==> src/rtl/core/btmc_pkg.sv <==
// Shared types and constants for the battery thermal mode controller.
// Depends on nothing; every other file in rtl/core imports it.
package btmc_pkg;

  localparam int unsigned TEMP_W    = 16;
  localparam int unsigned PCT_W     = 7;
  localparam int unsigned CFG_IDX_W = 3;

  localparam logic [PCT_W-1:0] FULL_PERCENT = 7'd100;

  typedef enum logic [2:0] {
    MODE_NORMAL   = 3'd0,
    MODE_PRECOND  = 3'd1,
    MODE_COOLING  = 3'd2,
    MODE_DERATE   = 3'd3,
    MODE_SHUTDOWN = 3'd4,
    MODE_TIMEOUT  = 3'd5
  } mode_t;

  typedef enum logic [1:0] {
    FAULT_NONE     = 2'd0,
    FAULT_TIMEOUT  = 2'd1,
    FAULT_CRITICAL = 2'd2,
    FAULT_DERATE   = 2'd3
  } fault_t;

  typedef enum logic [CFG_IDX_W-1:0] {
    REG_PRECOND_ON  = 3'd0,
    REG_PRECOND_OFF = 3'd1,
    REG_COOL_ON     = 3'd2,
    REG_COOL_OFF    = 3'd3,
    REG_DERATE_ON   = 3'd4,
    REG_DERATE_OFF  = 3'd5,
    REG_SHUTDOWN    = 3'd6,
    REG_DERATE_PCT  = 3'd7
  } reg_idx_t;

  typedef struct packed {
    logic signed [TEMP_W-1:0] precond_on;
    logic signed [TEMP_W-1:0] precond_off;
    logic signed [TEMP_W-1:0] cool_on;
    logic signed [TEMP_W-1:0] cool_off;
    logic signed [TEMP_W-1:0] derate_on;
    logic signed [TEMP_W-1:0] derate_off;
    logic signed [TEMP_W-1:0] shutdown;
    logic [PCT_W-1:0]         derate_pct;
  } cfg_t;

  typedef struct packed {
    mode_t            mode;
    logic             pump;
    logic             fan;
    logic             heater;
    logic             lamp;
    logic             chg_en;
    logic [PCT_W-1:0] torque;
    logic [PCT_W-1:0] chg_lim;
    fault_t           fault;
  } result_t;

endpackage

==> src/rtl/core/btmc_cfg_regs.sv <==
// Threshold and derate-limit register file for the thermal mode controller.
// Depends on btmc_pkg for cfg_t and the register index codes.
module btmc_cfg_regs (
  input  logic                             clk,
  input  logic                             rst,
  input  logic                             cfg_we,
  input  logic [btmc_pkg::CFG_IDX_W-1:0]   cfg_index,
  input  logic [btmc_pkg::TEMP_W-1:0]      cfg_data,
  output btmc_pkg::cfg_t                   cfg
);
  import btmc_pkg::*;

  always_ff @(posedge clk) begin
    if (rst) begin
      cfg.precond_on  <= 16'sd50;
      cfg.precond_off <= 16'sd150;
      cfg.cool_on     <= 16'sd400;
      cfg.cool_off    <= 16'sd350;
      cfg.derate_on   <= 16'sd500;
      cfg.derate_off  <= 16'sd450;
      cfg.shutdown    <= 16'sd600;
      cfg.derate_pct  <= 7'd50;
    end else if (cfg_we) begin
      case (reg_idx_t'(cfg_index))
        REG_PRECOND_ON:  cfg.precond_on  <= cfg_data;
        REG_PRECOND_OFF: cfg.precond_off <= cfg_data;
        REG_COOL_ON:     cfg.cool_on     <= cfg_data;
        REG_COOL_OFF:    cfg.cool_off    <= cfg_data;
        REG_DERATE_ON:   cfg.derate_on   <= cfg_data;
        REG_DERATE_OFF:  cfg.derate_off  <= cfg_data;
        REG_SHUTDOWN:    cfg.shutdown    <= cfg_data;
        REG_DERATE_PCT:  cfg.derate_pct  <= cfg_data[PCT_W-1:0];
        default: ;
      endcase
    end
  end

endmodule

==> src/rtl/core/btmc_mode_logic.sv <==
// Combinational mode decision: threshold compares, priority pick, actuator decode.
// Depends on btmc_pkg for cfg_t, mode_t and result_t.
module btmc_mode_logic (
  input  btmc_pkg::cfg_t                    cfg,
  input  btmc_pkg::mode_t                   cur_mode,
  input  logic                              fresh,
  input  logic signed [btmc_pkg::TEMP_W-1:0] temp,
  input  logic                              charging,
  output btmc_pkg::result_t                 res
);
  import btmc_pkg::*;

  logic             pre;
  logic             der;
  logic             cool;
  logic             shut;
  logic [PCT_W-1:0] derated;

  // saturate the derate limit to full scale
  assign derated = (cfg.derate_pct > FULL_PERCENT) ? FULL_PERCENT : cfg.derate_pct;

  assign shut = temp >= cfg.shutdown;
  assign pre  = charging && ((temp <= cfg.precond_on) ||
                ((cur_mode == MODE_PRECOND) && (temp < cfg.precond_off)));
  assign der  = (temp >= cfg.derate_on) ||
                ((cur_mode == MODE_DERATE) && (temp >= cfg.derate_off));
  assign cool = (temp >= cfg.cool_on) ||
                (((cur_mode == MODE_COOLING) || (cur_mode == MODE_DERATE)) &&
                 (temp >= cfg.cool_off));

  always_comb begin
    res = '{mode: MODE_NORMAL, pump: 1'b0, fan: 1'b0, heater: 1'b0, lamp: 1'b0,
            chg_en: 1'b0, torque: FULL_PERCENT, chg_lim: FULL_PERCENT,
            fault: FAULT_NONE};
    if (!fresh) begin
      res.mode    = MODE_TIMEOUT;
      res.pump    = 1'b1;
      res.fan     = 1'b1;
      res.lamp    = 1'b1;
      res.torque  = '0;
      res.chg_lim = '0;
      res.fault   = FAULT_TIMEOUT;
    end else if (shut) begin
      res.mode    = MODE_SHUTDOWN;
      res.pump    = 1'b1;
      res.fan     = 1'b1;
      res.lamp    = 1'b1;
      res.torque  = '0;
      res.chg_lim = '0;
      res.fault   = FAULT_CRITICAL;
    end else if (pre) begin
      res.mode    = MODE_PRECOND;
      res.pump    = 1'b1;
      res.heater  = 1'b1;
      res.chg_lim = '0;
    end else if (der) begin
      res.mode    = MODE_DERATE;
      res.pump    = 1'b1;
      res.fan     = 1'b1;
      res.torque  = derated;
      res.chg_lim = derated;
      res.fault   = FAULT_DERATE;
    end else if (cool) begin
      res.mode    = MODE_COOLING;
      res.pump    = 1'b1;
      res.fan     = 1'b1;
    end else begin
      res.chg_en  = charging;
    end
  end

endmodule

==> src/rtl/core/battery_thermal_mode_controller.sv <==
// Top level of the battery thermal mode controller: input register, mode state,
// result register. Depends on btmc_pkg, btmc_cfg_regs and btmc_mode_logic.
//
//   channel | handshake            | payload
//   --------+----------------------+---------------------------------------------
//   in      | in_valid / in_ready  | status_fresh, pack_temperature, charge_mode
//   out     | out_valid / out_ready| mode_code, pump_on, fan_on, heater_on,
//           |                      | fault_lamp_on, charge_enable, torque_limit,
//           |                      | charge_limit, fault_code
//   cfg     | cfg_we               | cfg_index, cfg_data
//
// One beat per cycle sustained while the output is not stalled; a beat lands in the
// input register at the edge that accepts it, then moves on to the result register.
// The mode state advances as a beat moves from the input register to the result
// register, so the next beat always sees the mode left by the one before it.
// A stalled output holds both registers full; in_ready drops only then.
// Synchronous reset empties both stages, restores the threshold defaults and
// returns the mode to normal.
module battery_thermal_mode_controller (
  input  logic                               clk,
  input  logic                               rst,
  // input channel
  input  logic                               in_valid,
  output logic                               in_ready,
  input  logic                               status_fresh,
  input  logic signed [btmc_pkg::TEMP_W-1:0] pack_temperature,
  input  logic                               charge_mode,
  // output channel
  output logic                               out_valid,
  input  logic                               out_ready,
  output logic [2:0]                         mode_code,
  output logic                               pump_on,
  output logic                               fan_on,
  output logic                               heater_on,
  output logic                               fault_lamp_on,
  output logic                               charge_enable,
  output logic [btmc_pkg::PCT_W-1:0]         torque_limit,
  output logic [btmc_pkg::PCT_W-1:0]         charge_limit,
  output logic [1:0]                         fault_code,
  // configuration write port
  input  logic                               cfg_we,
  input  logic [btmc_pkg::CFG_IDX_W-1:0]     cfg_index,
  input  logic [btmc_pkg::TEMP_W-1:0]        cfg_data
);
  import btmc_pkg::*;

  cfg_t                     cfg;
  mode_t                    cur_mode;
  result_t                  res_next;
  result_t                  res;

  // input register
  logic                     s1_valid;
  logic                     s1_fresh;
  logic signed [TEMP_W-1:0] s1_temp;
  logic                     s1_charge;

  logic                     out_load;
  logic                     s1_move;

  // the result register takes a beat when empty or being drained
  assign out_load = !out_valid || out_ready;
  assign s1_move  = s1_valid && out_load;
  assign in_ready = !s1_valid || out_load;

  btmc_cfg_regs u_cfg (
    .clk       (clk),
    .rst       (rst),
    .cfg_we    (cfg_we),
    .cfg_index (cfg_index),
    .cfg_data  (cfg_data),
    .cfg       (cfg)
  );

  btmc_mode_logic u_logic (
    .cfg      (cfg),
    .cur_mode (cur_mode),
    .fresh    (s1_fresh),
    .temp     (s1_temp),
    .charging (s1_charge),
    .res      (res_next)
  );

  // control: stage valids and mode state
  always_ff @(posedge clk) begin
    if (rst) begin
      s1_valid  <= 1'b0;
      out_valid <= 1'b0;
      cur_mode  <= MODE_NORMAL;
    end else begin
      if (in_ready) begin
        s1_valid <= in_valid;
      end
      if (out_load) begin
        out_valid <= s1_valid;
      end
      // advance the mode only when a beat actually leaves the input register
      if (s1_move) begin
        cur_mode <= res_next.mode;
      end
    end
  end

  // payload: capture input beat, then result
  always_ff @(posedge clk) begin
    if (in_ready && in_valid) begin
      s1_fresh  <= status_fresh;
      s1_temp   <= pack_temperature;
      s1_charge <= charge_mode;
    end
    if (s1_move) begin
      res <= res_next;
    end
  end

  assign mode_code     = res.mode;
  assign pump_on       = res.pump;
  assign fan_on        = res.fan;
  assign heater_on     = res.heater;
  assign fault_lamp_on = res.lamp;
  assign charge_enable = res.chg_en;
  assign torque_limit  = res.torque;
  assign charge_limit  = res.chg_lim;
  assign fault_code    = res.fault;

endmodule

==> config.mk <==
export PLATFORM = sky130hd
export DESIGN_NAME = battery_thermal_mode_controller
export DESIGN_NICKNAME = d
export VERILOG_FILES = /design/src/rtl/core/btmc_pkg.sv /design/src/rtl/core/btmc_cfg_regs.sv /design/src/rtl/core/btmc_mode_logic.sv /design/src/rtl/core/battery_thermal_mode_controller.sv
export SDC_FILE = /design/constraint.sdc
export NUM_CORES = 1
export LEC_CHECK = 0
export CORE_MARGIN = 8
export CORE_UTILIZATION = 60
export CTS_BUF_LIST = sky130_fd_sc_hd__clkbuf_16
export DETAILED_ROUTE_END_ITERATION = 8
export DONT_BUFFER_PORTS = 1
export PLACE_DENSITY = 0.76
export SLEW_MARGIN = 20
export SYNTH_ARGS = -nofsm -noshare
export SYNTH_HDL_FRONTEND = slang
export SYNTH_HIERARCHICAL = 1
export SYNTH_SLANG_ARGS = --single-unit
export TNS_END_PERCENT = 10
==> constraint.sdc <==
create_clock -name clk -period 3.4 [get_ports clk]
set_input_delay 0.68 -clock clk [delete_from_list [all_inputs] [get_ports clk]]
set_output_delay 0.68 -clock clk [all_outputs]
set_load 0.02 [all_outputs]
==> results of run 1 <==
==> critical path: cells and delay by family, from the launching register on <==
family / cells / cell delay (ns)
compound gates: 3 / 0.90
fa+ha+maj: 1 / 0.38
flops: 1 / 0.51
mux: 1 / 0.15
simple gates: 6 / 1.22
==> through the flow <==
| stage | total power [W] | hold slack [ns] |
|---|---|---|
| 6_report | 0.00438 | 0.338 |
| 3_5_place_dp | 0.00262 | 0.460 |
| 5_1_grt | 0.00455 | 0.314 |
| 2_1_floorplan | 0.00252 | 0.443 |
| 4_1_cts | 0.00441 | 0.319 |
| 3_3_place_gp | 0.00260 | 0.457 |
==> power groups by stage <==
stage               Clock (W)  Sequential (W)  Combinational, W
finish                0.00180         0.00216          0.000423
global route          0.00192         0.00217          0.000464
CTS                   0.00184         0.00216          0.000415
detailed placement          0         0.00220          0.000411
global placement            0         0.00220          0.000402
floorplan                   0         0.00219          0.000336
==> area by class of cell <==
cell class / instances / area (sq um) / area share [%]
Timing Repair Buffer: 10 / 75.1 / 0.755
Clock buffer: 17 / 425 / 4.28
Clock inverter: 15 / 116 / 1.17
Tap cell: 188 / 235 / 2.37
Multi-Input combinational cell: 605 / 4910 / 49.4
Sequential cell: 166 / 3740 / 37.7
Inverter: 115 / 432 / 4.34
==> state kept, by name (all words and copies together) (netlist names) <==
name           flops
u_cfg/cfg        119
s1_temp           16
charge_limit       7
torque_limit       7
cur_mode           3
mode_code          3
fault_code         2
charge_enable      1
fan_on             1
fault_lamp_on      1
heater_on          1
out_valid          1
pump_on            1
s1_charge          1
s1_fresh           1
s1_valid           1
==> cells in the final DEF, fill, tap and decap left out, drive strengths merged, types with 7 or more instances in the layout <==
cell type  instances
nand2             16
edfxtp            42
buf               10
dfxtp            124
nor2b             11
a21o              12
nor3               7
and4               7
inv              120
mux2i            125
nand4             19
clkinv             8
nor2              63
a21oi             34
o21ai             16
ha               111
nand2b           116
clkbuf            17
==> per-layer routing <==
layer	wire length, um	GRT usage, %	vias to the layer above
met5	0	0	-
met1	9730	26.7	3036
met4	572	9.37	0
met2	9810	36.1	151
li1	-	-	3155
met3	1060	4.86	34
==> how the worst max path moves through the flow <==
stage                            endpoint         from  cells past startpoint  slack, ns
after CTS                 charge_limit[4]  s1_temp[15]                      9       0.06
final                         cur_mode[1]  s1_temp[15]                     11       0.17
after global placement    charge_limit[0]  s1_temp[15]                      9       0.15
after detailed placement  torque_limit[4]  s1_temp[15]                      9       0.07
after global routing      charge_limit[4]   s1_temp[6]                      9       0.06
after floorplan           torque_limit[0]   s1_temp[9]                     10       0.73
==> cells by family after synthesis <==
group	after synthesis
fa+ha+maj	111
simple gates	271
buf+inv	156
flops	166
mux	125
compound gates	98
==> what timing repair did <==
action | CTS | global route
endpoints found under the setup margin | 0 | 16
resized for setup | 0 | 5
setup buffers | 0 | 1
==> metrics, run 1 <==
Hold Buf Count CTS=0; Max IR drop VDD=0.000364 V; Int Power=0.00327 W; Placed Cells=1083; Vias/cell=5.71; Slew HR=50.5%; CP max FO=7; Synth Area in Compound Gates=6.84%; GR Overflow Total=0; site row count=45; ys async rst share=0%; RSZ-0062 raised after global routing=no; starting density of the core=61.2%; area grow syn2layout=7.15%; Slew Limit Fails=0; Final Worst Setup Slack=0.168 ns; crit start category=flip-flop; Total GRT Usage=21.8%; syn_area_per_cell=10.0 sq um; worst skew pair latency=0.43 ns; Vert. Die Dim=140 um; final net count=1068; Post-synth top flop=dfxtp_1; Max Freq=309 MHz; switching share of power=25.2%; first-pass GRT wire length=32800 um; Core ar.=0.0151 sq mm; share of total power in the clock network=41.0%; post-synthesis mux area share=13.5%; antenna viol nets, final=0; Post-synth EDFFs=42; Min-Delay Path Class=in -> reg; drt pass-1 iters=4; fin crit share=95.0%; # diodes=0; H-Tree Depth=4; Crit-path slowest cell=edfxtp_1; Worst-Margin Slew=0.740 ns; Clk pin slew, worst setup/hold paths=0.07 ns; Worst Setup Path Type=reg -> reg; status=complete, no violations; die area=0.0197 sq mm; CP Capture Type=flip-flop; end-of-flow core utilization=65.6%; sequential area share after synthesis=40.4%; DP Area=0.00936 sq mm; Synth cell types=60; Switching Power=0.00110 W; maxcap violations=0; syn nets=1080; share of the synthesized area in the top cell type=26.8%; IO Port Bufs=0; final number of hold-violating endpoints=0; antenna violations before repair=0; Hold Path Depth=0; Die Wd=140 um; Power Density=441 mW/mm^2; Post-Synth XOR/XNOR Area=0%; Worst R2R Setup Slack=0.17 ns; worst r2r path cells=11; initial drt markers=363; RR Startpoint=s1_temp[15]; reg2reg end=cur_mode[1]; Leakage=4.59 nW; Worst Hold Path EP=s1_temp[0]; pre-CTS setup slack=0.0727 ns; Comb pwr share=9.7%; YS warnings=6; required time worst endpoint=3.75 ns; largest net degree at the start of global routing=153; TritonCTS buffer count=17; Final Non-Filler Cells=1116; simple-gate share of the synthesized area=17.1%; Routed WL=21200 um; synth cell count leaders=dfxtp_1, mux2i_1, inv_1, nand2b_1, ha_1; Setup violations, final=0; setup TNS=0 ns; largest family of logic cells by synthesized area=simple AND/OR/NAND/NOR gates; RePlAce Congestion=0.896; IO Pins=68; min Tclk post-route=3.23 ns; Avg WL per Cell=19.0 um; Adder-Cell Fraction of Synth Area=15.0%; count of clock tree sinks=166; Reg power frac=49.3%; Clock Path Buffers=2; DRC violations left=0; Synth area leader=dfxtp_1; Synth Cell Area=0.00928 sq mm; hold_sp=pack_temperature[0]; Final Skew=0.0126 ns; CTS tree=yes; ranking of synthesized cells by area=dfxtp_1, ha_1, edfxtp_1; fin area=0.00994 sq mm; # fillers=1196; number of global-route vias before repair=6341; Via Count=6376; post-DP HPWL=15200 um; layout cells sized above 1=5.71%; worst path arrival time=3.58 ns; Worst path max stage delay=0.51 ns; worst path cell trace=ha_1, and4_1, nand4_1, a21oi_1, nor3_1, and4_1, o31a_2, o311a_1, nor3_1, nand2b_1, mux2i_1; Post-Syn Instances=927; Synth Register Bits=166; Root Driver=clkbuf_16
No activity file was read; power rests on OpenSTA's default activity.
==> run 2, diff against run 1 <==
ABC_AREA = 1   (was not set)
==> run 2 against run 1 <==
Via count increased by 29%. Sequential cell count unchanged. Count of clock-buffer cells in the layout unchanged. Design area increased by 3.1%. Maximum frequency increased by 23%. Combinational power increased by 50%. Wire length increased by 21%. Die area increased by 2.3%.
==> metrics, run 2 <==
H-Tree Depth=4; top flop regs=u_cfg/cfg (119), s1_temp (16); Vias/cell=5.46; Worst Setup Path Type=reg -> reg; area occupied by multi-input gates=0.00481 sq mm; Slew HR=40.6%; required time worst endpoint=3.76 ns; Post-synth EDFFs=42; Top Metal Used=met4; Max IR drop VDD=0.000348 V; ys async rst share=0%; largest family of logic cells by synthesized area=simple AND/OR/NAND/NOR gates; layout cells sized above 1=6.14%; post-DP HPWL=18000 um; maxcap violations=0; CP Capture Type=flip-flop; Reg power frac=45.2%; final number of hold-violating endpoints=0; site row count=46; most frequent cell after synthesis=nand2_1; Post-Synth XOR/XNOR Area=0%; Adder-Cell Fraction of Synth Area=14.6%; Top reg by flops=u_cfg/cfg; pre-CTS setup slack=0.840 ns; YS warnings=6; DRC violations left=0; commonest non-fill, non-tap cell in the layout=nand2_1; Final Skew=0.00666 ns; Vert. Die Dim=142 um; worst skew pair latency=0.43 ns; Crit-path slowest cell=edfxtp_1; Setup violations, final=0; Post-Syn Instances=1288; Die Wd=142 um; Synth area leader=dfxtp_1; syn nets=1441; simple-gate share of the synthesized area=31.6%; cell family with most CP delay=simple AND/OR/NAND/NOR gates; Root Driver=clkbuf_16; crit start category=flip-flop; register area=0.00374 sq mm; starting density of the core=60.6%; Clk pin slew, worst setup/hold paths=0.07 ns; largest net degree at the start of global routing=80; sequential area share after synthesis=39.3%; Post-synth top flop=dfxtp_1; ranking of synthesized cells by area=dfxtp_1, ha_1, edfxtp_1; Switching Power=0.00136 W; Int Power=0.00350 W; RR Startpoint=s1_temp[5]; Tot Pwr=0.00486 W; CP dominant cell by count=nand2_1; max reg flops=119; Clock Path Buffers=2; Synth Cell Area=0.00952 sq mm; Worst Hold Path EP=s1_valid; Synth Area in Compound Gates=4.32%; Routed WL=25600 um; Avg WL per Cell=17.0 um; switching share of power=28.0%; Via Count=8218; RePlAce Congestion=0.947; drt pass-1 iters=6; initial drt markers=891; min Tclk post-route=2.63 ns; RSZ-0062 raised after global routing=no; CP max FO=10; share of total power in the clock network=41.8%; Worst-Margin Slew=0.888 ns; share of the synthesized area in the top cell type=26.1%; worst path arrival time=2.99 ns; IO Port Bufs=0; Total GRT Usage=26.0%; hold_sp=rst; Synth cell types=34; # fillers=1384; Hold Path Depth=1; Power Density=474 mW/mm^2; GR Overflow Total=0; worst r2r path cells=15; count of clock tree sinks=166; synth cell count leaders=nand2_1, nor2_1, inv_1, nand3_1, dfxtp_1; TritonCTS buffer count=17; status=complete, no violations; antenna viol nets, final=0; Final Worst Setup Slack=0.774 ns; fin crit share=77.2%; Bufs and invs on worst path=1; post-synthesis mux area share=0%; Core ar.=0.0157 sq mm; die area=0.0202 sq mm; Hold Buf Count CTS=0; final net count=1427; antenna violations before repair=1; Worst path max stage delay=0.55 ns; first-pass GRT wire length=40600 um; Post-CTS Setup Inserts=0; met2 routed WL=11800 um; area grow syn2layout=7.66%; worst path cell trace=ha_1, a21o_1, a21oi_1, nand2_1, nand2_1, nand3_1, a21oi_1, nand2_1, nand2_4, nand2_1, nor2_1, clkinv_1, nand3_1, nand2_1, nor2_1; Slew Limit Fails=0; Max Freq=381 MHz; Synth Register Bits=166; Min-Delay Path Class=in -> reg; Leakage=4.91 nW; Worst R2R Setup Slack=0.77 ns; setup TNS=0 ns; IO Pins=68; commonest non-fill, non-tap cells in the layout=nand2_1, nor2_1, inv_1; Comb pwr share=13.0%; WL met3=1780 um; reg2reg end=cur_mode[1]; M1 wire length=11200 um; number of global-route vias before repair=7625; CTS resizes=0; CTS tree=yes; syn_area_per_cell=7.39 sq um
## run 2: power groups by stage
stage               Sequential, W  Clock (W)  Combinational (W)
finish                    0.00220    0.00203           0.000633
global route              0.00221    0.00214           0.000717
CTS                       0.00220    0.00205           0.000621
detailed placement        0.00224          0           0.000614
global placement          0.00224          0           0.000598
floorplan                 0.00222          0           0.000477
## run 2: layout make-up
cell class	instances	share of cell area (%)
multi-input cells	888	47.0
flip-flops and latches	166	36.5
inverters	191	7.01
clock buffers	17	4.15
well taps	216	2.64
clock inverters	15	1.82
repair buffers	10	0.855
diodes	1	0.0244
## run 2: worst max path at each step
stage	from	end	slack (ns)	cells past startpoint
6_report	s1_temp[5]	cur_mode[1]	0.77	15
3_3_place_gp	s1_temp[15]	cur_mode[0]	0.87	18
2_1_floorplan	out_ready	charge_enable	1.07	2
3_5_place_dp	s1_temp[15]	cur_mode[0]	0.84	18
5_1_grt	s1_temp[15]	cur_mode[0]	0.50	18
4_1_cts	s1_temp[15]	cur_mode[0]	0.83	18
## run 2: cells by family (layout without fill, tap and decap cells)
| kind of cell | Yosys count | in the layout |
|---|---|---|
| compound gates | 76 | 76 |
| fa+ha+maj | 111 | 111 |
| buf+inv | 234 | 233 |
| flops | 166 | 166 |
| other cells | 0 | 1 |
| simple gates | 701 | 701 |
## run 2: metrics by stage
stage,utilization (%),hold WS [ns],area [sq um],cells
floorplan,-,0.429,9520,1288
global placement,61.3,0.440,9630,1471
detailed placement,61.3,0.442,9630,1471
CTS,65.2,0.293,10200,1503
global route,65.2,0.288,10200,1504
finish,65.2,0.308,10200,1504
## run 2: per-layer routing
layer | global-route usage (%) | vias up
met2 | 41.6 | 338
met5 | 0 | -
met3 | 5.90 | 54
li1 | - | 4051
met1 | 33.2 | 3775
met4 | 10.9 | 0
